[src/sv/lfsc_pkg.sv]
// Package for the line-follow speed and steering control unit.
// Holds widths, register indexes, mode codes, duty limits and the stage structs.
// Depends on nothing; every other file of the unit uses it.
`timescale 1ns / 1ps

package lfsc_pkg;

  // Field widths
  localparam int unsigned ModeW      = 3;
  localparam int unsigned LineW      = 8;
  localparam int unsigned SpeedW     = 16;
  localparam int unsigned DutyW      = 10;
  localparam int unsigned ServoW     = 7;
  localparam int unsigned SteerGainW = 8;
  localparam int unsigned SpeedGainW = 16;
  localparam int unsigned TableW     = 50;
  localparam int unsigned CfgAddrW   = 3;
  localparam int unsigned CfgDataW   = 50;
  localparam int unsigned InTdataW   = 32;
  localparam int unsigned OutTdataW  = 24;

  // Configuration register indexes
  localparam logic [CfgAddrW-1:0] RegCenterLine = 3'd0;
  localparam logic [CfgAddrW-1:0] RegSteerP     = 3'd1;
  localparam logic [CfgAddrW-1:0] RegSteerD     = 3'd2;
  localparam logic [CfgAddrW-1:0] RegSpeedP     = 3'd3;
  localparam logic [CfgAddrW-1:0] RegSpeedI     = 3'd4;
  localparam logic [CfgAddrW-1:0] RegSpeedD     = 3'd5;
  localparam logic [CfgAddrW-1:0] RegSpeedTable = 3'd6;
  localparam logic [CfgAddrW-1:0] RegHalted     = 3'd7;

  // Track modes
  localparam logic [ModeW-1:0] ModeStraight   = 3'd0;
  localparam logic [ModeW-1:0] ModeCurveEntry = 3'd1;
  localparam logic [ModeW-1:0] ModeSmallS     = 3'd2;
  localparam logic [ModeW-1:0] ModeBigS       = 3'd3;
  localparam logic [ModeW-1:0] ModeLineChange = 3'd4;

  // Duty limits and steering map
  localparam logic [DutyW-1:0] DutyMax = 10'd999;
  localparam int AngleMin   = -45;
  localparam int AngleMax   = 45;
  localparam int AngleMul   = 7;
  localparam int AngleDiv   = 18;
  localparam int AngleOfs   = 47;
  localparam int ServoMin   = 'h1E;
  localparam int ServoMax   = 'h40;
  // angle*7/18 for |angle| <= 45 as a multiply by a rounded-up reciprocal
  localparam int RecipShift = 10;
  localparam int AngleRecip = (AngleMul * (1 << RecipShift) + AngleDiv - 1) / AngleDiv;

  typedef struct packed {
    logic [LineW-1:0]      center_line;
    logic [SteerGainW-1:0] steer_p_gain;
    logic [SteerGainW-1:0] steer_d_gain;
    logic [SpeedGainW-1:0] speed_p_gain;
    logic [SpeedGainW-1:0] speed_i_gain;
    logic [SpeedGainW-1:0] speed_d_gain;
    logic [TableW-1:0]     speed_table;
    logic                  halted;
  } cfg_t;

  typedef struct packed {
    logic [ModeW-1:0]  track_mode;
    logic [LineW-1:0]  line_position;
    logic [SpeedW-1:0] measured_speed;
  } in_item_t;

  // Error and difference terms of one item
  typedef struct packed {
    logic               run;
    logic               pid;
    logic [DutyW-1:0]   fixed_duty;
    logic signed [8:0]  err;
    logic signed [9:0]  derr;
    logic signed [16:0] e0;
    logic signed [17:0] d0;
    logic signed [18:0] dd;
    logic [SpeedW-1:0]  speed;
  } diff_t;

  // Products of one item
  typedef struct packed {
    logic               run;
    logic               pid;
    logic [DutyW-1:0]   fixed_duty;
    logic signed [16:0] steer_p_term;
    logic signed [17:0] steer_d_term;
    logic signed [33:0] kp_term;
    logic signed [32:0] ki_term;
    logic signed [34:0] kd_term;
    logic [SpeedW-1:0]  speed;
  } prod_t;

  typedef struct packed {
    logic              updated;
    logic [DutyW-1:0]  motor_duty;
    logic [ServoW-1:0] servo_duty;
  } res_t;

endpackage

[src/sv/lfsc_err_stage.sv]
// Error stage: steering and speed errors, their differences and the error history.
// Depends on lfsc_pkg.
`timescale 1ns / 1ps

module lfsc_err_stage (
  input  logic               clk_i,
  input  logic               rst_ni,
  input  lfsc_pkg::cfg_t     cfg_i,
  input  logic               valid_i,
  output logic               ready_o,
  input  lfsc_pkg::in_item_t item_i,
  output logic               valid_o,
  input  logic               ready_i,
  output lfsc_pkg::diff_t    item_o
);

  logic               valid_q;
  lfsc_pkg::diff_t    item_q, item_d;
  logic signed [8:0]  last_err_q;
  logic signed [16:0] e_prev_q, e_prev2_q;
  logic [lfsc_pkg::DutyW-1:0] entry;
  logic signed [17:0] d1;
  logic               take;

  assign ready_o = !valid_q || ready_i;
  assign take    = valid_i && ready_o;
  assign valid_o = valid_q;
  assign item_o  = item_q;

  // Pick the table entry of the mode
  always_comb begin
    unique case (item_i.track_mode)
      lfsc_pkg::ModeStraight:   entry = cfg_i.speed_table[9:0];
      lfsc_pkg::ModeCurveEntry: entry = cfg_i.speed_table[19:10];
      lfsc_pkg::ModeSmallS:     entry = cfg_i.speed_table[29:20];
      lfsc_pkg::ModeBigS:       entry = cfg_i.speed_table[39:30];
      lfsc_pkg::ModeLineChange: entry = cfg_i.speed_table[49:40];
      default:                  entry = '0;
    endcase
  end

  // Form errors and differences against the history
  always_comb begin
    item_d.run = !cfg_i.halted && (item_i.track_mode <= lfsc_pkg::ModeLineChange);
    item_d.pid = item_i.track_mode >= lfsc_pkg::ModeSmallS;
    item_d.fixed_duty = (entry > lfsc_pkg::DutyMax) ? lfsc_pkg::DutyMax : entry;
    item_d.err  = $signed({1'b0, item_i.line_position}) - $signed({1'b0, cfg_i.center_line});
    item_d.derr = 10'(item_d.err) - 10'(last_err_q);
    item_d.e0   = $signed({7'b0, entry}) - $signed({1'b0, item_i.measured_speed});
    item_d.d0   = 18'(item_d.e0) - 18'(e_prev_q);
    d1          = 18'(e_prev_q) - 18'(e_prev2_q);
    item_d.dd   = 19'(item_d.d0) - 19'(d1);
    item_d.speed = item_i.measured_speed;
  end

  // Advance the stage; running items update the last steering error and, in PID modes, shift the speed error history
  always_ff @(posedge clk_i or negedge rst_ni) begin
    if (!rst_ni) begin
      valid_q    <= 1'b0;
      last_err_q <= '0;
      e_prev_q   <= '0;
      e_prev2_q  <= '0;
    end else begin
      if (ready_o) begin
        valid_q <= valid_i;
      end
      if (take && item_d.run) begin
        last_err_q <= item_d.err;
        if (item_d.pid) begin
          e_prev2_q <= e_prev_q;
          e_prev_q  <= item_d.e0;
        end
      end
    end
  end

  always_ff @(posedge clk_i) begin
    if (take) begin
      item_q <= item_d;
    end
  end

endmodule

[src/sv/lfsc_mul_stage.sv]
// Product stage: steering PD and speed PID gain products, one multiplier per term.
// Depends on lfsc_pkg.
`timescale 1ns / 1ps

module lfsc_mul_stage (
  input  logic            clk_i,
  input  logic            rst_ni,
  input  lfsc_pkg::cfg_t  cfg_i,
  input  logic            valid_i,
  output logic            ready_o,
  input  lfsc_pkg::diff_t item_i,
  output logic            valid_o,
  input  logic            ready_i,
  output lfsc_pkg::prod_t item_o
);

  logic            valid_q;
  lfsc_pkg::prod_t item_q, item_d;
  logic            take;

  assign ready_o = !valid_q || ready_i;
  assign take    = valid_i && ready_o;
  assign valid_o = valid_q;
  assign item_o  = item_q;

  // Multiply each term by its gain
  always_comb begin
    item_d.run          = item_i.run;
    item_d.pid          = item_i.pid;
    item_d.fixed_duty   = item_i.fixed_duty;
    item_d.speed        = item_i.speed;
    item_d.steer_p_term = 17'(item_i.err) * 17'($signed({1'b0, cfg_i.steer_p_gain}));
    item_d.steer_d_term = 18'(item_i.derr) * 18'($signed({1'b0, cfg_i.steer_d_gain}));
    item_d.kp_term      = 34'(item_i.d0) * 34'($signed({1'b0, cfg_i.speed_p_gain}));
    item_d.ki_term      = 33'(item_i.e0) * 33'($signed({1'b0, cfg_i.speed_i_gain}));
    item_d.kd_term      = 35'(item_i.dd) * 35'($signed({1'b0, cfg_i.speed_d_gain}));
  end

  always_ff @(posedge clk_i or negedge rst_ni) begin
    if (!rst_ni) begin
      valid_q <= 1'b0;
    end else if (ready_o) begin
      valid_q <= valid_i;
    end
  end

  always_ff @(posedge clk_i) begin
    if (take) begin
      item_q <= item_d;
    end
  end

endmodule

[src/sv/lfsc_out_stage.sv]
// Result stage: servo angle map, PID sum and clamp, held duties and result register.
// Depends on lfsc_pkg.
`timescale 1ns / 1ps

module lfsc_out_stage (
  input  logic            clk_i,
  input  logic            rst_ni,
  input  logic            valid_i,
  output logic            ready_o,
  input  lfsc_pkg::prod_t item_i,
  output logic            valid_o,
  input  logic            ready_i,
  output lfsc_pkg::res_t  res_o
);

  logic                        valid_q;
  lfsc_pkg::res_t              res_q, res_d;
  logic [lfsc_pkg::ServoW-1:0] held_servo_q;
  logic [lfsc_pkg::DutyW-1:0]  held_motor_q;
  logic                        take;

  logic signed [18:0] pd, pd_sat;
  logic [5:0]         angle_mag;
  logic [14:0]        angle_scaled;
  logic [4:0]         angle_q;
  logic [7:0]         servo_raw, servo_clamped;
  logic signed [35:0] total;
  logic [lfsc_pkg::DutyW-1:0] pid_duty;

  assign ready_o = !valid_q || ready_i;
  assign take    = valid_i && ready_o;
  assign valid_o = valid_q;
  assign res_o   = res_q;

  // Saturate the PD sum and map the angle to a servo duty
  always_comb begin
    pd = 19'(item_i.steer_p_term) + 19'(item_i.steer_d_term);
    if (pd < 19'(lfsc_pkg::AngleMin)) begin
      pd_sat = 19'(lfsc_pkg::AngleMin);
    end else if (pd > 19'(lfsc_pkg::AngleMax)) begin
      pd_sat = 19'(lfsc_pkg::AngleMax);
    end else begin
      pd_sat = pd;
    end
    angle_mag    = pd_sat[18] ? 6'(-pd_sat) : pd_sat[5:0];
    angle_scaled = 15'(angle_mag) * 15'(lfsc_pkg::AngleRecip);
    angle_q      = angle_scaled[14:lfsc_pkg::RecipShift];
    servo_raw    = pd_sat[18] ? 8'(lfsc_pkg::AngleOfs) - {3'b0, angle_q}
                              : 8'(lfsc_pkg::AngleOfs) + {3'b0, angle_q};
    if (servo_raw < 8'(lfsc_pkg::ServoMin)) begin
      servo_clamped = 8'(lfsc_pkg::ServoMin);
    end else if (servo_raw > 8'(lfsc_pkg::ServoMax)) begin
      servo_clamped = 8'(lfsc_pkg::ServoMax);
    end else begin
      servo_clamped = servo_raw;
    end
  end

  // Sum the PID terms with the speed feed and clamp to the duty range
  always_comb begin
    total = 36'(item_i.kp_term) + 36'(item_i.ki_term) + 36'(item_i.kd_term)
          + $signed({12'b0, item_i.speed, 8'b0});
    if (total <= 36'sd0) begin
      pid_duty = '0;
    end else if (total[35:8] > 28'(lfsc_pkg::DutyMax)) begin
      pid_duty = lfsc_pkg::DutyMax;
    end else begin
      pid_duty = total[17:8];
    end
  end

  // Choose fresh or held duties
  always_comb begin
    res_d.updated = item_i.run;
    if (item_i.run) begin
      res_d.servo_duty = servo_clamped[lfsc_pkg::ServoW-1:0];
      res_d.motor_duty = item_i.pid ? pid_duty : item_i.fixed_duty;
    end else begin
      res_d.servo_duty = held_servo_q;
      res_d.motor_duty = held_motor_q;
    end
  end

  always_ff @(posedge clk_i or negedge rst_ni) begin
    if (!rst_ni) begin
      valid_q      <= 1'b0;
      held_servo_q <= '0;
      held_motor_q <= '0;
    end else begin
      if (ready_o) begin
        valid_q <= valid_i;
      end
      if (take && item_i.run) begin
        held_servo_q <= res_d.servo_duty;
        held_motor_q <= res_d.motor_duty;
      end
    end
  end

  always_ff @(posedge clk_i) begin
    if (take) begin
      res_q <= res_d;
    end
  end

endmodule

[src/sv/line_follow_speed_steer_control_unit.sv]
// Top level of the line-follow speed and steering control unit.
// Depends on lfsc_pkg, lfsc_err_stage, lfsc_mul_stage and lfsc_out_stage.
//
//  channel   direction  handshake              payload
//  s_axis    in         tvalid / tready        track_mode, line_position, measured_speed
//  m_axis    out        tvalid / tready        servo_duty, motor_duty, updated
//  cfg       in         cfg_we_i (no stall)    register index, write data
//
// One item per cycle is accepted while the output is not stalled; the accepting edge
// loads the input register, and the item then passes the error stage, the product
// stage and the result register.
// Speed error history updates in the error stage, so items flow back to back.
// Reset clears the pipeline, the history and held duties, and sets halted.
// A stalled output stops only the stages behind it that are full.
`timescale 1ns / 1ps

module line_follow_speed_steer_control_unit (
  input  logic                              clk_i,
  input  logic                              rst_ni,
  input  logic                              s_axis_tvalid_i,
  output logic                              s_axis_tready_o,
  // [2:0] track_mode, [10:3] line_position, [26:11] measured_speed, rest zero
  input  logic [lfsc_pkg::InTdataW-1:0]     s_axis_tdata_i,
  output logic                              m_axis_tvalid_o,
  input  logic                              m_axis_tready_i,
  // [6:0] servo_duty, [16:7] motor_duty, [17] updated, rest zero
  output logic [lfsc_pkg::OutTdataW-1:0]    m_axis_tdata_o,
  input  logic                              cfg_we_i,
  input  logic [lfsc_pkg::CfgAddrW-1:0]     cfg_addr_i,
  input  logic [lfsc_pkg::CfgDataW-1:0]     cfg_wdata_i
);

  lfsc_pkg::cfg_t     cfg_q;
  lfsc_pkg::in_item_t in_q;
  logic               in_valid_q;
  logic               in_ready;
  logic               err_valid, err_ready;
  lfsc_pkg::diff_t    err_item;
  logic               mul_valid, mul_ready;
  lfsc_pkg::prod_t    mul_item;
  logic               out_ready;
  lfsc_pkg::res_t     res;

  // Write configuration registers
  always_ff @(posedge clk_i or negedge rst_ni) begin
    if (!rst_ni) begin
      cfg_q <= lfsc_pkg::cfg_t'{halted: 1'b1, default: '0};
    end else if (cfg_we_i) begin
      unique case (cfg_addr_i)
        lfsc_pkg::RegCenterLine: cfg_q.center_line  <= cfg_wdata_i[7:0];
        lfsc_pkg::RegSteerP:     cfg_q.steer_p_gain <= cfg_wdata_i[7:0];
        lfsc_pkg::RegSteerD:     cfg_q.steer_d_gain <= cfg_wdata_i[7:0];
        lfsc_pkg::RegSpeedP:     cfg_q.speed_p_gain <= cfg_wdata_i[15:0];
        lfsc_pkg::RegSpeedI:     cfg_q.speed_i_gain <= cfg_wdata_i[15:0];
        lfsc_pkg::RegSpeedD:     cfg_q.speed_d_gain <= cfg_wdata_i[15:0];
        lfsc_pkg::RegSpeedTable: cfg_q.speed_table  <= cfg_wdata_i[49:0];
        lfsc_pkg::RegHalted:     cfg_q.halted       <= cfg_wdata_i[0];
        default: ;
      endcase
    end
  end

  // Input register
  assign in_ready        = !in_valid_q || err_ready;
  assign s_axis_tready_o = in_ready;

  always_ff @(posedge clk_i or negedge rst_ni) begin
    if (!rst_ni) begin
      in_valid_q <= 1'b0;
    end else if (in_ready) begin
      in_valid_q <= s_axis_tvalid_i;
    end
  end

  always_ff @(posedge clk_i) begin
    if (s_axis_tvalid_i && in_ready) begin
      in_q.track_mode     <= s_axis_tdata_i[2:0];
      in_q.line_position  <= s_axis_tdata_i[10:3];
      in_q.measured_speed <= s_axis_tdata_i[26:11];
    end
  end

  lfsc_err_stage u_err (
    .clk_i   (clk_i),
    .rst_ni  (rst_ni),
    .cfg_i   (cfg_q),
    .valid_i (in_valid_q),
    .ready_o (err_ready),
    .item_i  (in_q),
    .valid_o (err_valid),
    .ready_i (mul_ready),
    .item_o  (err_item)
  );

  lfsc_mul_stage u_mul (
    .clk_i   (clk_i),
    .rst_ni  (rst_ni),
    .cfg_i   (cfg_q),
    .valid_i (err_valid),
    .ready_o (mul_ready),
    .item_i  (err_item),
    .valid_o (mul_valid),
    .ready_i (out_ready),
    .item_o  (mul_item)
  );

  lfsc_out_stage u_out (
    .clk_i   (clk_i),
    .rst_ni  (rst_ni),
    .valid_i (mul_valid),
    .ready_o (out_ready),
    .item_i  (mul_item),
    .valid_o (m_axis_tvalid_o),
    .ready_i (m_axis_tready_i),
    .res_o   (res)
  );

  // Pack the result item
  assign m_axis_tdata_o = {6'b0, res.updated, res.motor_duty, res.servo_duty};

endmodule

[config.mk]
export PLATFORM = sky130hd
export DESIGN_NAME = line_follow_speed_steer_control_unit
export DESIGN_NICKNAME = d
export VERILOG_FILES = /design/src/sv/lfsc_pkg.sv /design/src/sv/lfsc_err_stage.sv /design/src/sv/lfsc_mul_stage.sv /design/src/sv/lfsc_out_stage.sv /design/src/sv/line_follow_speed_steer_control_unit.sv
export SDC_FILE = /design/constraint.sdc
export NUM_CORES = 2
export LEC_CHECK = 0
export BUFFER_PORTS_ARGS = -buffer_cell sky130_fd_sc_hd__buf_2
export CAP_MARGIN = 30
export CORE_ASPECT_RATIO = 2
export CORE_MARGIN = 8
export CORE_UTILIZATION = 65
export CTS_CLUSTER_SIZE = 24
export DETAILED_ROUTE_END_ITERATION = 16
export GPL_TIMING_DRIVEN = 0
export PLACE_DENSITY = 0.87
export SLEW_MARGIN = 20
export SYNTH_ARGS = -nofsm -noshare
export SYNTH_HDL_FRONTEND = slang
export SYNTH_SLANG_ARGS = --single-unit
[constraint.sdc]
create_clock -name clk_i -period 22 [get_ports clk_i]
set_clock_uncertainty 0.2 [all_clocks]
set_input_delay 4.4 -clock clk_i [delete_from_list [all_inputs] [get_ports clk_i]]
set_output_delay 4.4 -clock clk_i [all_outputs]
set_load 0.005 [all_outputs]
==> summary.md <==
| Metric | Value |
|---|---|
| Biggest area consumer among synthesized cells | fa_1 |
| Time the worst path needs with I/O delays and setup | a little over 10 ns |
| DRT iter0 DRCs | between 3000 and 4000 |
| Multi-input gate area | between 40000 and 50000 um2 |
| Yosys warns | 0 |
| GPL Wtd Cong | between 0.9 and 1 |
| Max Cap Viol | 0 |
| Dpl hpwl | roughly 150 mm |
| Place WS | between 10 and 15 ns |
| IO Pins | ~120 |
| Routed vias | roughly 47000 |
| Hold-fix buffers, CTS | 0 |
| Max incr delay on CP | roughly 0.54 ns |
| Root buf cell | clkbuf_16 |
| Buf/Inv on CP | 3 |
| CP max stage cell | fa_1 |
| CTS max path bufs | 3 |
| Relative slew slack | between 20 and 30% |
| EDFF count, synth | slightly above 300 |
| Async S/R FF share, synth | between 30% and 40% |
| Port bufs | roughly 100 |
| Final slew viol count | 0 |
| Reg-to-reg startpoint | u_mul.item_o[118] |
| CP Capture Type | flip-flop |
| Rows | 162 |
| Final Cycle Share | a little under half |
| Drt pass-1 iters | 7 |
| Arr. time, crit path | slightly above 10 ns |
| Post-CTS setup buffers | 0 |
| Crit Path Category | reg2reg |
| Post-synth top flop | edfxtp_1 |
| CP Launch Point | u_mul.item_o[118] |
| PostCTS Resize Cnt | 0 |
| Status | complete, no violations |
| Setup violations, final | 0 |
| Wire length per cell | about 24 um |
| Fmax | 98.9 MHz |
| Fin. Hold Viols | 0 |
| RSZ-0062 raised after global routing | false |
| Final-stage net count | ~8000 |
| Critical hold path startpoint | u_err.item_o[93] |
| Layout cell share with drive strength beyond 1 | 6.14% |
| Tot GR Track Use | around 35% |
| Area grow syn2layout | 6.44% |
| Synthesized cell area | between 60000 and 70000 um2 |
| Setup crit start kind | flip-flop |
| Worst-margin pin slew | approximately 1.1 ns |
| H-tree depth reported by CTS | 2 |
| Crit-path leading delay family | compound AO/OA/AOI/OAI gates |
| Initial Util | roughly two thirds |
| CP required | approximately 22 ns |
| Cell variety after synth | 87 |
| Clock sinks | 498 |
| Antenna-violating nets left | 0 |
| Worst hold path class | reg2reg |
| Grt total ovfl | 0 |
| Core Footprint | between 90000 and 100000 um2 |
| First-pass GRT wire length | about 280 mm |
| Layout fillers | a little over 7000 |
| Worst skew pair latency | between 0.6 and 0.7 ns |
| Antenna violations before repair | 14 |
| Post-Route Setup TNS | 0 ns |
| Post-Syn Instances | 6270 |
| Vias in the first global route | 51762 |
| Die Y | ~460 um |
| Largest net degree at the start of global routing | 84 |
| Critical Path Fanout Max | 8 |
| Routed vias/inst | around 6 |
| Drt drc | 0 |
| Post-synth top area share | 33.7% |
| Average size of a mapped cell | around 10 um2 |
| Top cells by area, synth | fa_1, edfxtp_1, ha_1, inv_1, dfrtp_1 |
| Die Span X | around 240 um |
| Register area | approximately 14000 um2 |
| Die Area | approximately 110000 um2 |
| Drt total wl | about 180 mm |
| Sequential area share after synthesis | roughly 22% |
| Number of buffers created by CTS | between 40 and 50 |
| Clock transition at path regs | around 0.080 ns |
| Setup ws final | ~12 ns |
| CTS tree | built |
| Synth Register Bits | 498 |
[cells by family after synthesis]
| kind of cell | share of synthesized area [%] |
|---|---|
| AO/OA/AOI/OAI | 6.95 |
| XOR/XNOR | 3.13 |
| adder cells (fa/ha/maj) | 43.3 |
| buffers and inverters | 9.11 |
| flip-flops | 22.1 |
| multiplexers | 2.67 |
| other | 0.00591 |
| AND/OR/NAND/NOR | 12.7 |
[layout by cell type (no fill, tap or decap), drive strengths merged, types with 21 or more instances in the layout]
cell type	instances
fa	1069
mux2	137
nor2	173
a21oi	173
nor2b	34
and3	21
buf	135
a31oi	25
o21bai	24
xor2	60
dfrtp	186
o22ai	22
nand3	48
xnor2	167
nand2b	40
ha	486
clkbuf	247
a21o	63
nand2	676
o21ai	150
nor3	58
inv	1330
a21boi	21
o21a	39
edfxtp	311
and2	498
[routing by layer]
metal / vias to the layer above / wire length [um] / global-route usage (%) / part of all wire, %
met2: 2233 / 94100 / 60.9 / 51
li1: 19951 / - / - / -
met4: 4 / 22900 / 34.2 / 12
met1: 23517 / 55200 / 33.4 / 30
met5: - / 30 / 0 / 0.016
met3: 1066 / 11900 / 5.70 / 6.5
[state kept, by name (all words and copies together) (netlist names)]
register / cells
u_mul.item_o: 165
cfg_q: 123
u_err.item_o: 101
in_q: 27
u_out.res_o: 18
u_err.e_prev2_q: 17
u_err.e_prev_q: 17
u_out.held_motor_q: 10
u_err.last_err_q: 9
u_out.held_servo_q: 7
in_valid_q: 1
u_err.valid_o: 1
u_mul.valid_o: 1
u_out.valid_o: 1
[through the flow]
| stage | hold slack, ns | std cells | area (um2) | utilization [%] |
|---|---|---|---|---|
| floorplan | 0.200 | 6275 | 63400 | - |
| global placement | 0.201 | 7606 | 65500 | 67.5 |
| detailed placement | 0.205 | 7620 | 65800 | 67.7 |
| CTS | 0.212 | 7710 | 67500 | 69.5 |
| global route | 0.218 | 7715 | 67500 | 69.5 |
| finish | 0.212 | 7726 | 67500 | 69.5 |
[cells in the mapped netlist (all sizes together), types with 14 or more instances]
| cell type | number |
|---|---|
| inv | 1325 |
| dfrtp | 186 |
| nor3 | 58 |
| o21a | 39 |
| or3 | 20 |
| a22oi | 16 |
| fa | 1069 |
| o211ai | 14 |
| and2 | 498 |
| o21ai | 150 |
| o21bai | 24 |
| and3 | 21 |
| nand2 | 676 |
| nor2b | 34 |
| edfxtp | 311 |
| nand2b | 40 |
| o22ai | 22 |
| buf | 18 |
| a21o | 63 |
| a211oi | 20 |
| nand3 | 48 |
| nor2 | 173 |
| mux2 | 137 |
| a21boi | 21 |
| ha | 486 |
| or2 | 14 |
| xor2 | 60 |
| a31oi | 25 |
| clkbuf | 186 |
| a21oi | 173 |
| mux2i | 15 |
| xnor2 | 167 |
[cell type report]
| cell class | instances | share of cell area, % |
|---|---|---|
| clock buffers | 61 | 1.94 |
| plain buffers | 204 | 1.19 |
| clock inverters | 29 | 0.549 |
| multi-input cells | 4248 | 64.7 |
| diodes | 14 | 0.0519 |
| flip-flops and latches | 498 | 20.8 |
| inverters | 1325 | 7.37 |
| well taps | 1230 | 2.28 |
| repair buffers | 117 | 1.17 |
[final timing paths]
| check | endpoint | slack (ns) | cells after the start |
|---|---|---|---|
| worst max-delay path | u_out.res_o[5] | 11.89 | 36 |
| worst min-delay path | u_mul.item_o[157] | 0.21 | 0 |
| worst max register to register | u_out.res_o[5] | 11.89 | 36 |
| worst min register to register | u_mul.item_o[157] | 0.21 | 0 |
| max in group asynchronous | cfg_q[88] | 16.91 | 3 |
| min in group asynchronous | cfg_q[112] | 3.46 | 1 |
Power is not shown: default switching activity piles up to over one toggle a cycle in this logic, so the estimate is an artifact.
